## config.mk

```make
export PLATFORM = sky130hd
export DESIGN_NAME = aspect_fit_nearest_scaler_flat
export DESIGN_NICKNAME = d
export VERILOG_FILES = /design/src/rtl/afs_pkg.sv /design/src/rtl/afs_if.sv /design/src/rtl/afs_layout.sv /design/src/rtl/afs_pix_pipe.sv /design/src/rtl/aspect_fit_nearest_scaler.sv /design/src/flat_wrapper.sv
export SDC_FILE = /design/constraint.sdc
export NUM_CORES = 2
export LEC_CHECK = 0
export ABC_AREA = 1
export BUFFER_PORTS_ARGS = -buffer_cell sky130_fd_sc_hd__buf_2
export CAP_MARGIN = 20
export CORE_MARGIN = 3
export CORE_UTILIZATION = 50
export DETAILED_ROUTE_END_ITERATION = 10
export PLACE_DENSITY_LB_ADDON = 0.15
export REMOVE_ABC_BUFFERS = 1
export SYNTH_ARGS = -nofsm -noshare
export SYNTH_HDL_FRONTEND = slang
export SYNTH_SLANG_ARGS = --single-unit
```

## constraint.sdc

```tcl
create_clock -name clock -period 10.73 [get_ports clock]
set_clock_uncertainty 0.2 [all_clocks]
set_input_delay 1.073 -clock clock [delete_from_list [all_inputs] [get_ports clock]]
set_output_delay 1.073 -clock clock [all_outputs]
set_load 0.01 [all_outputs]
```

## src/rtl/afs_pkg.sv

```systemverilog
`timescale 1ns / 1ps
package afs_pkg;

   localparam int unsigned MAX_DIM   = 4096;
   localparam int unsigned DIM_W     = 13;
   localparam int unsigned COORD_W   = 12;
   localparam int unsigned INDEX_W   = 24;
   localparam int unsigned CSR_IDX_W = 2;
   localparam int unsigned PROD_W    = COORD_W + DIM_W;
   localparam int unsigned QUOT_W    = DIM_W;
   localparam int unsigned LNUM_W    = 2 * DIM_W;

   typedef logic [DIM_W-1:0]   dim_type;
   typedef logic [COORD_W-1:0] coord_type;
   typedef logic [INDEX_W-1:0] index_type;
   typedef logic [CSR_IDX_W-1:0] csr_idx_type;

   localparam csr_idx_type REG_VIEW_W  = 2'd0;
   localparam csr_idx_type REG_VIEW_H  = 2'd1;
   localparam csr_idx_type REG_IMAGE_W = 2'd2;
   localparam csr_idx_type REG_IMAGE_H = 2'd3;

   typedef struct packed {
      logic      busy;
      logic      active;
      dim_type   image_w;
      dim_type   image_h;
      dim_type   drawn_w;
      dim_type   drawn_h;
      coord_type off_x;
      coord_type off_y;
   } layout_type;

   // saturate a size register at the largest supported dimension
   function automatic dim_type clamp_dim(input dim_type v);
      if (32'(v) > MAX_DIM) begin
         return DIM_W'(MAX_DIM);
      end
      return v;
   endfunction

endpackage

```

## src/rtl/afs_if.sv

```systemverilog
`timescale 1ns / 1ps
interface afs_req_if;
   import afs_pkg::*;

   logic      valid;
   logic      ready;
   coord_type dest_x;
   coord_type dest_y;

   modport source (output valid, output dest_x, output dest_y, input ready);
   modport sink (input valid, input dest_x, input dest_y, output ready);
endinterface

interface afs_rsp_if;
   import afs_pkg::*;

   logic      valid;
   logic      ready;
   logic      active;
   logic      inside_res;
   index_type source_index;

   modport source (output valid, output active, output inside_res, output source_index,
                   input ready);
   modport sink (input valid, input active, input inside_res, input source_index,
                 output ready);
endinterface

```

## src/rtl/afs_layout.sv

```systemverilog
`timescale 1ns / 1ps
module afs_layout (
   input  logic                 clock,
   input  logic                 reset,
   input  logic                 csr_we,
   input  afs_pkg::csr_idx_type csr_index,
   input  afs_pkg::dim_type     csr_wdata,
   output afs_pkg::layout_type  layout
);
   import afs_pkg::*;

   localparam logic [2:0] ST_IDLE = 3'd0;
   localparam logic [2:0] ST_MUL1 = 3'd1;
   localparam logic [2:0] ST_DIV1 = 3'd2;
   localparam logic [2:0] ST_CHK  = 3'd3;
   localparam logic [2:0] ST_DIV2 = 3'd4;
   localparam logic [2:0] ST_FIN  = 3'd5;

   localparam int unsigned CNT_W = $clog2(LNUM_W);

   dim_type vw_ff, vh_ff, iw_ff, ih_ff;
   dim_type vw_c, vh_c, iw_c, ih_c;
   logic    sizes_ok;

   logic [2:0]        state_ff, state_in;
   logic [LNUM_W-1:0] num_ff, num_in, num_next;
   dim_type           rem_ff, rem_in, rem_next;
   dim_type           den_ff, den_in;
   logic [CNT_W-1:0]  cnt_ff, cnt_in;
   dim_type           dw_ff, dw_in, dh_ff, dh_in;
   layout_type        lay_ff, lay_in;

   logic [DIM_W:0] trial;
   logic           take;

   assign vw_c = clamp_dim(vw_ff);
   assign vh_c = clamp_dim(vh_ff);
   assign iw_c = clamp_dim(iw_ff);
   assign ih_c = clamp_dim(ih_ff);
   assign sizes_ok = (vw_c != '0) && (vh_c != '0) && (iw_c != '0) && (ih_c != '0);

   always_ff @(posedge clock) begin
      if (reset) begin
         vw_ff <= '0;
         vh_ff <= '0;
         iw_ff <= '0;
         ih_ff <= '0;
      end else if (csr_we) begin
         unique case (csr_index)
            REG_VIEW_W:  vw_ff <= csr_wdata;
            REG_VIEW_H:  vh_ff <= csr_wdata;
            REG_IMAGE_W: iw_ff <= csr_wdata;
            REG_IMAGE_H: ih_ff <= csr_wdata;
            default: ;
         endcase
      end
   end

   // restoring divider, one quotient bit per cycle; quotient shifts into num
   assign trial    = {rem_ff, num_ff[LNUM_W-1]};
   assign take     = trial >= {1'b0, den_ff};
   assign rem_next = take ? DIM_W'(trial - {1'b0, den_ff}) : trial[DIM_W-1:0];
   assign num_next = {num_ff[LNUM_W-2:0], take};

   always_comb begin
      dim_type        dwf;
      dim_type        dhf;
      dim_type        xdiff;
      dim_type        ydiff;
      state_in = state_ff;
      num_in   = num_ff;
      rem_in   = rem_ff;
      den_in   = den_ff;
      cnt_in   = cnt_ff;
      dw_in    = dw_ff;
      dh_in    = dh_ff;
      lay_in   = lay_ff;
      dwf      = (dw_ff == '0) ? DIM_W'(1) : dw_ff;
      dhf      = (dh_ff == '0) ? DIM_W'(1) : dh_ff;
      xdiff    = vw_c - dwf;
      ydiff    = vh_c - dhf;
      unique case (state_ff)
         ST_IDLE: ;
         ST_MUL1: begin
            if (!sizes_ok) begin
               lay_in   = '0;
               state_in = ST_IDLE;
            end else begin
               num_in   = LNUM_W'(ih_c) * LNUM_W'(vw_c);
               rem_in   = '0;
               den_in   = iw_c;
               cnt_in   = CNT_W'(LNUM_W - 1);
               dw_in    = vw_c;
               state_in = ST_DIV1;
            end
         end
         ST_DIV1: begin
            num_in = num_next;
            rem_in = rem_next;
            cnt_in = cnt_ff - 1'b1;
            if (cnt_ff == '0) begin
               state_in = ST_CHK;
            end
         end
         ST_CHK: begin
            if (num_ff > LNUM_W'(vh_c)) begin
               dh_in    = vh_c;
               num_in   = LNUM_W'(iw_c) * LNUM_W'(vh_c);
               rem_in   = '0;
               den_in   = ih_c;
               cnt_in   = CNT_W'(LNUM_W - 1);
               state_in = ST_DIV2;
            end else begin
               dh_in    = num_ff[DIM_W-1:0];
               state_in = ST_FIN;
            end
         end
         ST_DIV2: begin
            num_in = num_next;
            rem_in = rem_next;
            cnt_in = cnt_ff - 1'b1;
            if (cnt_ff == '0) begin
               dw_in    = num_next[DIM_W-1:0];
               state_in = ST_FIN;
            end
         end
         ST_FIN: begin
            lay_in.busy    = 1'b0;
            lay_in.active  = 1'b1;
            lay_in.image_w = iw_c;
            lay_in.image_h = ih_c;
            lay_in.drawn_w = dwf;
            lay_in.drawn_h = dhf;
            lay_in.off_x   = COORD_W'(xdiff >> 1);
            lay_in.off_y   = COORD_W'(ydiff >> 1);
            state_in       = ST_IDLE;
         end
         default: state_in = ST_IDLE;
      endcase
      // restart on every register write
      if (csr_we) begin
         state_in = ST_MUL1;
      end
   end

   always_ff @(posedge clock) begin
      if (reset) begin
         state_ff <= ST_IDLE;
         lay_ff   <= '0;
      end else begin
         state_ff <= state_in;
         lay_ff   <= lay_in;
      end
   end

   always_ff @(posedge clock) begin
      num_ff <= num_in;
      rem_ff <= rem_in;
      den_ff <= den_in;
      cnt_ff <= cnt_in;
      dw_ff  <= dw_in;
      dh_ff  <= dh_in;
   end

   always_comb begin
      layout      = lay_ff;
      layout.busy = (state_ff != ST_IDLE);
   end

endmodule

```

## src/rtl/afs_pix_pipe.sv

```systemverilog
`timescale 1ns / 1ps
module afs_pix_pipe (
   input  logic                clock,
   input  logic                reset,
   input  afs_pkg::layout_type layout,
   input  logic                in_valid,
   output logic                in_ready,
   input  afs_pkg::coord_type  dest_x,
   input  afs_pkg::coord_type  dest_y,
   afs_rsp_if.source           rsp
);
   import afs_pkg::*;

   localparam int unsigned STG_ENTRY = 0;
   localparam int unsigned STG_OFS   = 1;
   localparam int unsigned STG_MUL   = 2;
   localparam int unsigned STG_DIV0  = 3;
   localparam int unsigned STG_ROW   = STG_DIV0 + QUOT_W;
   localparam int unsigned STG_OUT   = STG_ROW + 1;
   localparam int unsigned NST       = STG_OUT + 1;

   logic [NST-1:0] v_ff, v_src, ld;
   logic [NST-1:1] in_ff, in_src;

   coord_type dx_ff, dy_ff;
   coord_type x_ff, y_ff;
   logic [PROD_W-1:0] px_ff, py_ff;
   dim_type rx_ff [QUOT_W];
   dim_type ry_ff [QUOT_W];
   dim_type nx_ff [QUOT_W];
   dim_type ny_ff [QUOT_W];
   logic [LNUM_W-1:0] row_ff;
   dim_type   sx_ff;
   index_type idx_ff;

   coord_type x_d, y_d;
   logic      inside_d;

   // a stage loads when it or a later stage is empty, or when rsp.ready is high
   for (genvar i = 0; i < NST; i++) begin : g_ld
      assign ld[i] = rsp.ready | ~(&v_ff[NST-1:i]);
   end

   assign in_ready = ld[STG_ENTRY];
   assign v_src    = {v_ff[NST-2:0], in_valid};
   assign in_src   = {in_ff[NST-2:1], inside_d};

   always_ff @(posedge clock) begin
      if (reset) begin
         v_ff <= '0;
      end else begin
         for (int i = 0; i < NST; i++) begin
            if (ld[i]) begin
               v_ff[i] <= v_src[i];
            end
         end
      end
   end

   always_ff @(posedge clock) begin
      for (int i = STG_OFS; i < NST; i++) begin
         if (ld[i]) begin
            in_ff[i] <= in_src[i];
         end
      end
   end

   always_ff @(posedge clock) begin
      if (ld[STG_ENTRY]) begin
         dx_ff <= dest_x;
         dy_ff <= dest_y;
      end
   end

   assign x_d = dx_ff - layout.off_x;
   assign y_d = dy_ff - layout.off_y;
   assign inside_d = layout.active
                   && (dx_ff >= layout.off_x) && (DIM_W'(x_d) < layout.drawn_w)
                   && (dy_ff >= layout.off_y) && (DIM_W'(y_d) < layout.drawn_h);

   always_ff @(posedge clock) begin
      if (ld[STG_OFS]) begin
         x_ff         <= x_d;
         y_ff         <= y_d;
      end
   end

   always_ff @(posedge clock) begin
      if (ld[STG_MUL]) begin
         px_ff <= PROD_W'(x_ff) * PROD_W'(layout.image_w);
         py_ff <= PROD_W'(y_ff) * PROD_W'(layout.image_h);
      end
   end

   // one quotient bit per stage; for inside beats the remainder stays below the divisor
   for (genvar k = 0; k < QUOT_W; k++) begin : g_div
      dim_type        rx_src, ry_src, nx_src, ny_src;
      logic [DIM_W:0] tx, ty;
      logic           kx, ky;

      if (k == 0) begin : g_first
         assign rx_src = DIM_W'(px_ff[PROD_W-1:QUOT_W]);
         assign ry_src = DIM_W'(py_ff[PROD_W-1:QUOT_W]);
         assign nx_src = px_ff[QUOT_W-1:0];
         assign ny_src = py_ff[QUOT_W-1:0];
      end else begin : g_next
         assign rx_src = rx_ff[k-1];
         assign ry_src = ry_ff[k-1];
         assign nx_src = nx_ff[k-1];
         assign ny_src = ny_ff[k-1];
      end

      assign tx = {rx_src, nx_src[QUOT_W-1]};
      assign ty = {ry_src, ny_src[QUOT_W-1]};
      assign kx = tx >= {1'b0, layout.drawn_w};
      assign ky = ty >= {1'b0, layout.drawn_h};

      always_ff @(posedge clock) begin
         if (ld[STG_DIV0 + k]) begin
            rx_ff[k] <= kx ? DIM_W'(tx - {1'b0, layout.drawn_w}) : tx[DIM_W-1:0];
            ry_ff[k] <= ky ? DIM_W'(ty - {1'b0, layout.drawn_h}) : ty[DIM_W-1:0];
            nx_ff[k] <= {nx_src[QUOT_W-2:0], kx};
            ny_ff[k] <= {ny_src[QUOT_W-2:0], ky};
         end
      end
   end

   always_ff @(posedge clock) begin
      if (ld[STG_ROW]) begin
         row_ff <= LNUM_W'(ny_ff[QUOT_W-1]) * LNUM_W'(layout.image_w);
         sx_ff  <= nx_ff[QUOT_W-1];
      end
   end

   always_ff @(posedge clock) begin
      if (ld[STG_OUT]) begin
         idx_ff <= in_ff[STG_ROW] ? INDEX_W'(row_ff + LNUM_W'(sx_ff)) : '0;
      end
   end

   assign rsp.valid        = v_ff[STG_OUT];
   assign rsp.active       = layout.active;
   assign rsp.inside_res   = in_ff[STG_OUT];
   assign rsp.source_index = idx_ff;

endmodule

```

## src/rtl/aspect_fit_nearest_scaler.sv

```systemverilog
`timescale 1ns / 1ps
// Aspect-fit nearest-neighbor scaler address generator.
// Program view width/height and image width/height through the csr_ write
// port (index 0..3). Each write restarts the layout unit, which recomputes
// the drawn rectangle and centering offsets with a shared one-bit-per-cycle
// divider; a second divide runs when the height overflows, and none runs
// when any size is zero. req.ready stays low while the layout is busy.
// Request beats carry dest_x/dest_y; each yields one response beat with
// active, inside_res and source_index (row-major, zero when outside).
// The pixel path is an 18-stage pipeline. A new beat is taken every cycle
// while rsp.ready is high and the layout is not busy. The per-pixel dividers
// resolve one quotient bit per stage, so they set most of the pipeline depth.
// When rsp.ready drops, stages fill up behind the held output and bubbles
// close; req.ready falls only once every stage holds a beat.
// Synchronous reset clears the size registers, the layout (active 0) and
// all stage valid bits.
module aspect_fit_nearest_scaler (
   input  logic                 clock,
   input  logic                 reset,
   input  logic                 csr_we,
   input  afs_pkg::csr_idx_type csr_index,
   input  afs_pkg::dim_type     csr_wdata,
   afs_req_if.sink              req,
   afs_rsp_if.source            rsp
);
   import afs_pkg::*;

   layout_type layout;
   logic       pipe_ready;
   logic       pipe_valid;

   afs_layout u_layout (
      .clock     (clock),
      .reset     (reset),
      .csr_we    (csr_we),
      .csr_index (csr_index),
      .csr_wdata (csr_wdata),
      .layout    (layout)
   );

   // hold off requests while the layout is being recomputed
   assign pipe_valid = req.valid & ~layout.busy;
   assign req.ready  = pipe_ready & ~layout.busy;

   afs_pix_pipe u_pix_pipe (
      .clock    (clock),
      .reset    (reset),
      .layout   (layout),
      .in_valid (pipe_valid),
      .in_ready (pipe_ready),
      .dest_x   (req.dest_x),
      .dest_y   (req.dest_y),
      .rsp      (rsp)
   );

endmodule
```

## src/flat_wrapper.sv

```systemverilog
// flat-port wrapper written by rule: the top's interface ports become plain ports
module aspect_fit_nearest_scaler_flat import afs_pkg::*;
  (clock, reset, csr_we, csr_index, csr_wdata, req_valid, req_dest_x, req_dest_y, req_ready, rsp_valid, rsp_active, rsp_inside_res, rsp_source_index, rsp_ready);
  afs_req_if req_i ();
  afs_rsp_if rsp_i ();
  input  logic clock;
  input  logic reset;
  input  logic csr_we;
  input  afs_pkg::csr_idx_type csr_index;
  input  afs_pkg::dim_type csr_wdata;
  input wire logic [$bits(req_i.valid)-1:0] req_valid;
  input wire logic [$bits(req_i.dest_x)-1:0] req_dest_x;
  input wire logic [$bits(req_i.dest_y)-1:0] req_dest_y;
  output wire logic [$bits(req_i.ready)-1:0] req_ready;
  output wire logic [$bits(rsp_i.valid)-1:0] rsp_valid;
  output wire logic [$bits(rsp_i.active)-1:0] rsp_active;
  output wire logic [$bits(rsp_i.inside_res)-1:0] rsp_inside_res;
  output wire logic [$bits(rsp_i.source_index)-1:0] rsp_source_index;
  input wire logic [$bits(rsp_i.ready)-1:0] rsp_ready;
  assign req_i.valid = req_valid;
  assign req_i.dest_x = req_dest_x;
  assign req_i.dest_y = req_dest_y;
  assign req_ready = req_i.ready;
  assign rsp_valid = rsp_i.valid;
  assign rsp_active = rsp_i.active;
  assign rsp_inside_res = rsp_i.inside_res;
  assign rsp_source_index = rsp_i.source_index;
  assign rsp_i.ready = rsp_ready;
  aspect_fit_nearest_scaler u_core (.clock(clock), .reset(reset), .csr_we(csr_we), .csr_index(csr_index), .csr_wdata(csr_wdata), .req(req_i), .rsp(rsp_i));
endmodule
```

==> results by stage <==
Global routing:
- The first global-routing pass estimated 344000 um of wire.
- The via count of the first global-routing pass was 63100.
- In the global route stage, overall resource usage came out at 25.0%.
- The initial antenna violation count is 2.
- After global routing the overflow that remains totals 0.
- The largest net degree at the start of global routing is 80.

Logic synthesis:
- The number of storage elements in the synthesis netlist is ~1100.
- The async set-or-reset flop fraction in the synthesized netlist is 0%.
- In this run the cell area of the synthesized design comes to roughly 84000 sq um.
- The share of the Yosys chip area taken by registers is 36.1%.
- The mean cell area of the mapped netlist is 8.98 sq um.
- The number of flops mapped to enable cells by yosys is 909.
- Among all flip-flop cells after synthesis, the most frequent one is edfxtp_1.
- The number of standard cells after synthesis is 9346.
- Synthesis instantiated 57 different standard cells from the library.
- Yosys printed 0 warnings.

Clocking:
- The worst-skew pair later-pin latency is ~750 ps.
- Counting every sink on the clock net gives 1059.
- Clock-pin slew was measured on the worst setup and hold paths at 70 ps.
- The clock tree root buffer cell is clkbuf_16.
- The number of gates resized after CTS was 0.
- The number of buffers inserted during clock tree synthesis is 119.
- The number of levels the H-tree was split into is 3.
- The clock tree from TritonCTS is yes.
- In this run the post-CTS setup repair buffer count came out at 0.
- No sink is reached through more buffers than the 3 on the longest clock path.
- The count of hold buffers inserted by post-cts repair is 0.

STA:
- The worst pin sits at a relative slew slack of 22.1%.
- In the post-route analysis, the smallest setup slack over all paths is about 3400 ps.
- Setup violations remaining at the end of the flow were counted as 0.
- The number of hold-slack violations in the final timing report is 0.
- The final number of max-transition violations is 0.
- The top achievable clock speed is 136 MHz.
- The final critical path takes up 68.4% of the cycle.
- Setup repair after global routing left no endpoint under its margin.
- After routing, the total negative slack on setup checks comes to 0 ps.
- The transition at the pin with the smallest max-transition slack is 1170 ps.
- The post-route minimum period is 7330 ps.

Die:
- The y dimension of the die is about 420 um.
- In this run the core area contains 149 standard-cell rows.
- The top-level I/O count is slightly above 70.
- The die outline area is 173000 sq um.
- In this run the standard cell core region covers about 170000 sq um.
- The die is 416 um wide.
- For this configuration, the core starts out at a cell density of between 50% and 60%.

Setup path:
- The cell with the largest stage delay on the worst path is dfxtp_1.
- The kind of end point of the critical path is a flop.
- By startpoint and endpoint, the worst setup path is classified as flop to flop.
- Along the worst path, the maximum fanout reaches 18.
- The signal on the critical path passes through inv_2 -> a21oi_1 -> nor2_1 -> inv_1 -> nor2_1 -> fa_1 -> inv_1 -> fa_1 -> inv_1 -> fa_1 -> fa_1 -> inv_1 -> fa_1 -> inv_1 -> ha_1 -> nand2_1 -> nor2_1 -> nor2_1 -> a21boi_0 -> o21ai_0 -> or2_2 -> nand3_1 -> nand3_1.
- The worst setup path is launched from a flop.
- The worst reg2reg path depth is 23.
- The arrival time reported for the critical path endpoint is about 7600 ps.
- In this design, the stage delay of the slowest critical-path cell is 740 ps.
- The data required time at the worst endpoint is 11030 ps.

Pwr:
- The portion of total power attributed to combinational logic is 22.9%.
- Across the VDD grid, the largest voltage drop is between 100 and 150 uV.
- In this run the power spent charging and discharging nets is around 0.0040 W.
- The fraction of power spent switching nets is 31.9%.
- The register share of total power is roughly 43%.
- The part of the total power dissipated in the clock network is 34.4%.
- The power per cell area is about 140 nW/um^2.
- The leakage power is about 44 nW.
- The cell-internal power is 0.00849 W.

Run:
- Across the run, the number of max-cap violations was 0.

Place:
- Detailed placement finished with a half-perimeter wire length of around 170000 um.
- In this run the tool buffered the top-level ports with 71 buffer cells.
- The congestion estimate from routability-driven global placement came to 0.944.
- The worst-case setup slack after placement is roughly 3500 ps.

Final layout:
- Relative to the synthesized area, the layout overhead comes to 8.09%.
- The net count of the finished layout is 10800.
- Leaving out fill and tap cells, the most frequent cells in the layout are nand2_1, inv_1, edfxtp_1.
- In the final layout, the share of cells above drive strength 1 is 5.22%.
- The library cell used most frequently in the layout, excluding fill and tap cells, is nand2_1.

Route:
- The number of routed nets with antenna violations is 0.
- The average wire per cell in the routed design is around 19 um.
- The routed layout has ~63000 vias.
- Detailed routing placed a total of 10200 um of wire on met3.
- The routed design uses around 100000 um of met2 wire.
- After detailed routing, the total wire length is between 200000 and 250000 um.
- The routed length on met1 is 93000 um.
- The highest metal layer carrying signal wires in the routed design is met4.
- The first-pass iteration count of the detailed router is 5.
- After detailed routing, the number of remaining DRC violations is 0.
- The initial detailed-routing violation count is 4585.
- The per-cell via count in the routed design is 5.40.

Worst hold path:
- The worst min-delay path category is flop to flop.
- Counting instances, the worst hold path has a depth of 0.

Run status:
- The run finished with clean final reports.
## power by group through the flow
stage | clock network [W] | registers, W | logic, W
2_1_floorplan | 0 | 0.00523 | 0.00215
3_3_place_gp | 0 | 0.00541 | 0.00277
3_5_place_dp | 0 | 0.00541 | 0.00282
4_1_cts | 0.00439 | 0.00533 | 0.00284
5_1_grt | 0.00455 | 0.00536 | 0.00325
6_report | 0.00429 | 0.00532 | 0.00285
## metrics by stage
step / hold WS, ps / area (sq um) / power, W / std cells / util (%)
after floorplan: 200 / 82900 / 0.00738 / 9105 / -
after global placement: 201 / 86500 / 0.00817 / 11400 / 52.1
after detailed placement: 205 / 86500 / 0.00823 / 11400 / 52.1
after CTS: 130 / 90700 / 0.0126 / 11700 / 54.6
after global routing: 138 / 90700 / 0.0132 / 11700 / 54.7
final: 137 / 90700 / 0.0125 / 11700 / 54.7
## cell type report
cell class                      count  area (sq um)
Fill cell                       15000         75200
Multi-Input combinational cell   6471         46700
Sequential cell                  1059         30300
Inverter                         1575          5910
Clock buffer                      144          3120
Tap cell                         2189          2740
Clock inverter                     82          1040
Timing Repair Buffer              137           913
Antenna cell                        1          2.50
## sequential cells by signal (all words and copies together) (netlist names), 17 cells and up
signal,flops
u_core.u_pix_pipe.ny_ff,169
u_core.u_pix_pipe.rsp.source_index,24
u_core.u_pix_pipe.py_ff,25
u_core.u_layout.num_ff,26
u_core.u_pix_pipe.px_ff,25
u_core.u_pix_pipe.nx_ff,169
u_core.u_pix_pipe.v_ff,18
u_core.u_pix_pipe.rx_ff,156
u_core.u_pix_pipe.in_ff,17
u_core.u_pix_pipe.row_ff,24
u_core.u_pix_pipe.ry_ff,156
u_core.u_layout.layout,77
## metal layers
layer  track usage, %  vias to the layer above
met1             33.1                    30400
met2             42.6                     1567
li1                 -                    30600
met5                0                        -
met3             2.86                      375
met4             8.98                        0
## final timing paths
path                                                               start                                       end  slack, ps
worst max-delay path              u_core.u_layout.vh_ff[12]$_SDFFE_PP0P_      u_core.u_layout.num_ff[17]$_DFFE_PP_       3400
worst min-delay path            u_core.u_pix_pipe.ny_ff[0][21]$_DFFE_PP_  u_core.u_pix_pipe.ny_ff[0][35]$_DFFE_PP_        140
worst min register to register  u_core.u_pix_pipe.ny_ff[0][21]$_DFFE_PP_  u_core.u_pix_pipe.ny_ff[0][35]$_DFFE_PP_        140
worst max register to register    u_core.u_layout.vh_ff[12]$_SDFFE_PP0P_      u_core.u_layout.num_ff[17]$_DFFE_PP_       3400
## logic make-up (layout without fill, tap and decap cells)
logic type      count (synthesis)  after routing  share of synthesized area, %
buf+inv                      1816           1938                          8.32
mux                             2              2                        0.0239
simple gates                 3250           3250                          16.0
fa+ha+maj                    1388           1388                          26.2
other cells                     0              1                             0
compound gates               1479           1479                          9.68
flops                        1059           1059                          36.1
xor+xnor                      352            352                          3.67
## synth_stat cells (all sizes together), types with 2 or more instances
library cell     n  area, sq um
edfxtp         909        27300
buf             82          445
o221ai           4         35.0
nand4          104          657
clkinv           5         18.8
o21ai          638         3260
and2             5         31.3
nor4            12         75.1
a31oi           14         87.6
a21o           113          848
o211ai          11         92.6
mux2i            2         20.0
inv           1570         5890
ha             776         9710
nand3          394         2040
a21oi          613         3100
xor2           190         1660
o21bai          11         82.6
fa             612        12300
nand3b           7         52.6
o2111ai          6         52.6
nand2         1969         7420
or2             67          419
nor3b            2         15.0
a21boi          10         75.1
a221oi          25          219
dfxtp          150         3000
a211oi           9         77.6
o21a            10         75.1
nor2           620         2410
a22oi            6         45.0
o31ai            5         37.5
xnor2          162         1420
nor3            70          350
clkbuf         159          622
## critical path, delay by kind of cell, from the launching register on
kind / cells / cell delay (ps)
compound gates: 3 / 1000
simple gates: 8 / 1200
buf+inv: 6 / 1040
fa+ha+maj: 6 / 2980
flops: 1 / 740
(Power assumes the default switching activity.)
